<file path="src/rtl/core/frt_pkg.sv">
// Shared types and constants of the firewall rule table.
// Used by the rule cells, the top level and the checker; depends on nothing.
`timescale 1ns / 1ps
package frt_pkg;

  typedef struct packed {
    logic signed [31:0] id;
    logic [7:0]         direction;
    logic [31:0]        source_addr;
    logic [31:0]        dest_addr;
    logic [15:0]        source_port;
    logic [15:0]        dst_port;
    logic [7:0]         protocol;
    logic [7:0]         verdict;
  } rule_t;

  typedef logic [1:0] cell_mode_t;

  localparam cell_mode_t MODE_HOLD  = 2'd0;
  localparam cell_mode_t MODE_SHIFT = 2'd1;
  localparam cell_mode_t MODE_LOAD  = 2'd2;

  localparam logic [1:0] OP_ADD    = 2'd0;
  localparam logic [1:0] OP_DELETE = 2'd1;
  localparam logic [1:0] OP_UPDATE = 2'd2;
  localparam logic [1:0] OP_LIST   = 2'd3;

  localparam logic [1:0] KIND_ACK   = 2'd0;
  localparam logic [1:0] KIND_COUNT = 2'd1;
  localparam logic [1:0] KIND_ENTRY = 2'd2;

endpackage

</file>
<file path="src/rtl/core/frt_cell.sv">
// One rule cell of the table chain: holds a rule, takes its neighbor's rule
// or a new rule. Depends on frt_pkg.
`timescale 1ns / 1ps
module frt_cell (
  input  logic               clk,
  input  frt_pkg::cell_mode_t mode,
  input  frt_pkg::rule_t     neighbor,
  input  frt_pkg::rule_t     load_rule,
  output frt_pkg::rule_t     rule
);
  import frt_pkg::*;

  always_ff @(posedge clk) begin
    case (mode)
      MODE_SHIFT: rule <= neighbor;
      MODE_LOAD:  rule <= load_rule;
      default:    rule <= rule;
    endcase
  end

endmodule

</file>
<file path="config.mk">
export PLATFORM = sky130hd
export DESIGN_NAME = frt_cell
export DESIGN_NICKNAME = d
export VERILOG_FILES = /design/src/rtl/core/frt_pkg.sv /design/src/rtl/core/frt_cell.sv
export SDC_FILE = /design/constraint.sdc
export NUM_CORES = 1
export LEC_CHECK = 0
export BUFFER_PORTS_ARGS = -buffer_cell sky130_fd_sc_hd__buf_2
export CAP_MARGIN = 20
export CORE_AREA = 2 2 177 179
export CTS_CLUSTER_DIAMETER = 80
export DETAILED_ROUTE_END_ITERATION = 10
export DIE_AREA = 0 0 179 181
export HOLD_SLACK_MARGIN = 0.08
export PLACE_DENSITY = 0.61
export RECOVER_POWER = 25
export SLEW_MARGIN = 20
export SYNTH_ARGS = -nofsm -noshare
export SYNTH_HDL_FRONTEND = slang
export SYNTH_SLANG_ARGS = --single-unit
export TNS_END_PERCENT = 20
</file>
<file path="constraint.sdc">
create_clock -name clk -period 5.2 [get_ports clk]
set_clock_uncertainty 0.15 [all_clocks]
set_input_delay 1.04 -clock clk [delete_from_list [all_inputs] [get_ports clk]]
set_output_delay 1.04 -clock clk [all_outputs]
set_load 0.005 [all_outputs]
</file>
==> results of run 1 <==
-- critical path, stage by stage --
cell    delay [ps]
buf_2           90
inv_1           80
ha_4           740
buf_12         340
mux2_2         370
-- logic make-up after synthesis --
kind of cell | Yosys count
adders and majority gates | 1
buffers and inverters | 19
DFF | 152
muxes | 152
-- cell usage in the layout (no fill, tap or decap), drive strengths merged --
cell type and instances:
ha 1, bufinv 4, clkinvlp 4, clkbuf 39, clkinv 3, edfxtp 152
buf 443, inv 6, mux2 152
-- where the power goes --
part	switching, mW	internal (mW)
sequential	0.0505	1.56
combinational	0.242	0.304
clock	0.533	0.806
total	0.825	2.67
-- through the flow --
step | power (mW) | hold WS (ps)
2_1_floorplan | 1.858 | 1107
3_3_place_gp | 2.197 | 1190
3_5_place_dp | 2.205 | 1194
4_1_cts | 3.567 | 737.6
5_1_grt | 3.663 | 730.4
6_report | 3.496 | 761.1
-- routing by layer --
metal  up-vias  wire [microns]  track usage, %
met5         -               0               0
met4         0             263           4.130
met3        15            1879           4.293
met2       274           10010           20.49
li1       2213               -               -
met1      2154            7034           11.81
-- path summary, 6_finish.rpt --
kind / from / to / depth (start not counted)
min: neighbor[145] / rule[145] / 2
max: mode[0] / rule[150] / 5
-- layout make-up --
| type | count | area, sq um | area share (%) |
|---|---|---|---|
| Sequential cell | 152 | 4564 | 45.25 |
| Clock buffer | 17 | 425.4 | 4.217 |
| Tap cell | 396 | 495.5 | 4.912 |
| Inverter | 2 | 12.51 | 0.1240 |
| Timing Repair Buffer | 465 | 2355 | 23.34 |
| Clock inverter | 15 | 197.7 | 1.960 |
| Multi-Input combinational cell | 153 | 2037 | 20.19 |
==> results.py, run 1 <==
metrics = {
    "grt": {
        "grt_antenna_before_repair": 0,
        "grt_max_degree": 79,
        "track_usage_pct": 11.34,
        "first_global_vias": 4840,
        "grt.overflow.total": 0,
        "grt_first_pass_wirelength_mm": 26.94,
    },
    "run": {
        "cap_violations": 0,
    },
    "cells_and_area": {
        "nets": 1099,
        "top_register": "rule",
        "fillers": 3010,
        "area_growth_pct": 49.57,
        "drive_above_1_share_pct": 77.99,
        "final-instance-count-excl-fill": 1200,
        "top_regs": "rule x152",
        "n_antenna_cell": 0,
        "largest_reg_flops": 152,
        "utilization_pct": 33.24,
        "design_area_sq_um": 10090,
    },
    "synthesis": {
        "synth_edf_count": 152,
        "synth_warnings": 0,
        "muxShareOfSynthArea_pct": 29.83,
        "ys_dominant_reg_cell": "edfxtp_1",
        "yosysTopAreaCellShare_pct": 67.68,
        "synth-xor-area-share_pct": 0,
        "synth_top_area_cell": "edfxtp_1",
        "synth_area_sq_um": 6744,
        "avgSynthCellArea_sq_um": 20.81,
        "ys_seq_area_share_pct": 67.68,
        "yosysMostFrequentCell": "edfxtp_1",
        "synth_adder_area_share_pct": 0.1855,
        "synthSimpleGateAreaFrac_pct": 0,
        "synthArstFlopShare_pct": 0,
        "ys_ff_latch": 152,
        "synth_fp_nets": 632,
        "synth_common_cells": "edfxtp_1 (152), mux2_4 (80), mux2_2 (72)",
        "ys_types": 7,
        "syn_inst": 324,
        "synth_compound_area_share_pct": 0,
        "synth_top_family_by_area": "multiplexers",
        "synth_area_leaders": "edfxtp_1 (68%), mux2_4 (18%), mux2_2 (12%)",
    },
    "pwr": {
        "p_per_area_nw_per_um2": 346.6,
        "ir_drop_mv": 0.1629,
        "power.leakage_nw": 4.453,
    },
    "clock_network": {
        "clkTransAtPathRegs_ps": 70,
        "post_cts_resized": 0,
        "numCtsBuffers": 17,
        "root_buffer": "clkbuf_16",
        "cts_hold_buffers": 0,
        "cts_max_path_buffers": 2,
        "htreeDepth": 4,
        "cts_tree": "done",
        "clock-sinks": 152,
        "post_cts_buffers": 0,
    },
    "worst_setup_path": {
        "critPathCaptureType": "flop",
        "arrival_ps": 2770,
        "path_class": "primary input to flop",
        "cp-start-kind": "primary input",
        "cp_max_fo": 62,
        "cp.required_ps": 5220,
    },
    "drt": {
        "totalWireLength_mm": 19.19,
        "via_count": 4656,
        "viasPerCell": 3.880,
        "ant_nets": 0,
        "drc": 0,
        "drtIter0Drc": 166,
        "drt-pass1-iter-count": 5,
        "wire_per_inst_microns": 15.99,
    },
    "die": {
        "core_area_sq_um": 30350,
        "initial_core_util_pct": 22.22,
        "io-pin-count": 459,
        "die_h_microns": 181,
        "die-area_sq_um": 32400,
        "dieWidth_microns": 179,
        "fp-row-count": 64,
    },
    "placed_design": {
        "dpl_cell_area_sq_um": 9492,
        "dp.cells": 1168,
        "io_buffers": 458,
        "gp_congestion": 0.7737,
        "preCtsSetupSlack_ps": 2009,
    },
    "worst_hold_path": {
        "hp-class": "primary input to flop",
    },
    "sta": {
        "fin_crit_ps": 2752,
        "setup_slack_ps": 2448,
        "min_period_over_period_pct": 52.93,
        "worstMarginPinSlew_ps": 947.6,
        "maxSlewHeadroom_pct": 36.83,
        "finalHoldViolCount": 0,
        "setup_viol": 0,
        "drv_slew": 0,
        "rsz0062_at_grt": "no",
        "tns_ps": 0,
        "fmax_ghz": 0.3633,
    },
    "status": {
        "status": "finished, final reports clean",
    },
}
No activity file was read; power rests on OpenSTA's default activity.
==> inputs of run 2 (changes only) <==
==> constraint.sdc (replaced) <==
create_clock -name clk -period 2.23 [get_ports clk]
set_clock_uncertainty 0.15 [all_clocks]
set_input_delay 0.446 -clock clk [delete_from_list [all_inputs] [get_ports clk]]
set_output_delay 0.446 -clock clk [all_outputs]
set_load 0.005 [all_outputs]
==> run 2 against run 1 <==
Compared with the run above:
- flip-flop and latch count stayed put
- via count up 0.47%
- hold slack lost 590 ps
- final cell count up 0.92%
- largest cell class unchanged
- sequential power is 130% higher
- critical path type unchanged
- final area up 0.92%
- first-iteration DRC count down 32%
==> results.py, run 2 (same netlist as run 1, synthesis figures left out) <==
metrics = {
    "clock_network": {
        "cts_hold_buffers": 0,
        "post_cts_buffers": 0,
        "post_cts_resized": 0,
        "clkTransAtPathRegs_ps": 70,
        "numCtsBuffers": 17,
        "htreeDepth": 4,
        "cts_max_path_buffers": 2,
        "root_buffer": "clkbuf_16",
        "clock-sinks": 152,
        "cts_tree": "done",
    },
    "die": {
        "initial_core_util_pct": 22.22,
        "die-area_sq_um": 32400,
        "fp-row-count": 64,
        "dieWidth_microns": 179,
        "die_h_microns": 181,
        "core_area_sq_um": 30350,
        "io-pin-count": 459,
    },
    "placed_design": {
        "hpwl_mm": 15.33,
        "dp.cells": 1179,
        "gp_congestion": 0.7776,
        "io_buffers": 458,
    },
    "sta": {
        "finalHoldViolCount": 0,
        "fmax_ghz": 0.5836,
        "setup_viol": 0,
        "drv_slew": 0,
        "worstMarginPinSlew_ps": 467.5,
        "tns_ps": 0,
        "fin_crit_ps": 1713,
        "min_period_over_period_pct": 76.83,
        "maxSlewHeadroom_pct": 68.83,
        "rsz0062_at_grt": "no",
    },
    "grt": {
        "grt.overflow.total": 0,
        "grt_antenna_before_repair": 0,
        "grt_first_pass_wirelength_mm": 26.45,
        "first_global_vias": 4807,
        "grt_max_degree": 80,
        "track_usage_pct": 11.14,
    },
    "worst_setup_path": {
        "crit_end": "rule[151]",
        "arrival_ps": 1730,
        "cp.required_ps": 2250,
        "path_buf_inv": 4,
        "cp_max_fo": 25,
        "critPathCaptureType": "flop",
        "cp_cell_sequence": "clkbuf_1, inv_8, ha_1, buf_12, buf_12, mux2_2",
        "crit_family": "buffers and inverters",
        "cp-start-kind": "primary input",
        "slowest_delay_ps": 350,
        "crit_slowest_cell": "mux2_2",
        "path_depth": 6,
        "crit_start": "mode[0]",
        "cpMostUsedCell": "buf_12",
        "path_class": "primary input to flop",
    },
    "worst_hold_path": {
        "min_delay_path_depth": 2,
        "hp-class": "primary input to flop",
    },
    "drt": {
        "via_count": 4678,
        "wire_per_inst_microns": 15.66,
        "drt-pass1-iter-count": 4,
        "totalWireLength_mm": 18.96,
        "drc": 0,
        "drtIter0Drc": 113,
        "viasPerCell": 3.863,
        "ant_nets": 0,
    },
    "pwr": {
        "power.leakage_nw": 4.548,
        "ir_drop_mv": 0.4498,
        "p_per_area_nw_per_um2": 777.8,
        "total_power_mw": 7.918,
    },
    "cells_and_area": {
        "regArea_sq_um": 4564,
        "drive_above_1_share_pct": 80.49,
        "top_regs": "rule x152",
        "final_common_cell": "buf_2",
        "multi_input_area_sq_um": 2013,
        "n_antenna_cell": 0,
        "layout_common_cells": "buf_2 (457), edfxtp_1 (152), mux2_4 (77)",
        "largest_reg_flops": 152,
        "fillers": 2970,
        "final-instance-count-excl-fill": 1211,
        "nets": 1110,
        "top_register": "rule",
        "area_growth_pct": 50.95,
    },
    "status": {
        "status": "finished, final reports clean",
    },
    "run": {
        "cap_violations": 0,
    },
}
run 2: cell count changes in the layout (fill, tap and decap cells not counted), sizes merged:
cell and change:
buf +32, clkinvlp +1, inv -1, bufinv -2, clkinv +1, clkbuf -20
run 2: through the flow:
stage          hold slack (ps)  util, %  instance area [sq um]  worst slack [ps]
6_report                 173.5    33.54                  10180             516.6
5_1_grt                  137.9    33.54                  10180             480.7
4_1_cts                  149.4    33.63                  10210             603.9
3_5_place_dp             599.0    31.73                   9630             229.1
3_3_place_gp             596.2    31.73                   9630             246.1
2_1_floorplan            513.5        -                   6768             -1265
run 2: worst min-delay path by stage:
stage                   start        end  slack (ps)
2_1_floorplan  load_rule[100]  rule[100]         510
3_3_place_gp    neighbor[100]  rule[100]         600
3_5_place_dp    neighbor[107]  rule[107]         600
4_1_cts         neighbor[107]  rule[107]         150
5_1_grt        load_rule[123]  rule[123]         140
6_report       load_rule[147]  rule[147]         170
run 2: cell type report:
cell class	count	share of cell area [%]
timing repair buffer	476	24.69
tap	396	4.867
multi-input combinational	153	19.78
sequential	152	44.84
clock inverter	14	1.450
inverter	2	0.1598
clock buffer	18	4.216
run 2: where the power goes:
part / switching, mW / leakage [nW] / internal, mW
logic: 0.584 / 2.79 / 0.740
registers: 0.100 / 1.49 / 3.64
clock network: 1.20 / 0.271 / 1.66
run 2: layer usage:
metal  part of all wire, %  wire length (microns)  vias to the layer above  global-route usage [%]
li1                      -                      -                     2231                       -
met1                    36                   6864                     2146                   11.17
met2                    52                   9847                      282                   20.35
met3                   9.5                   1800                       19                   4.061
met4                   2.4                    450                        0                   4.846
met5                     0                      0                        -                       0
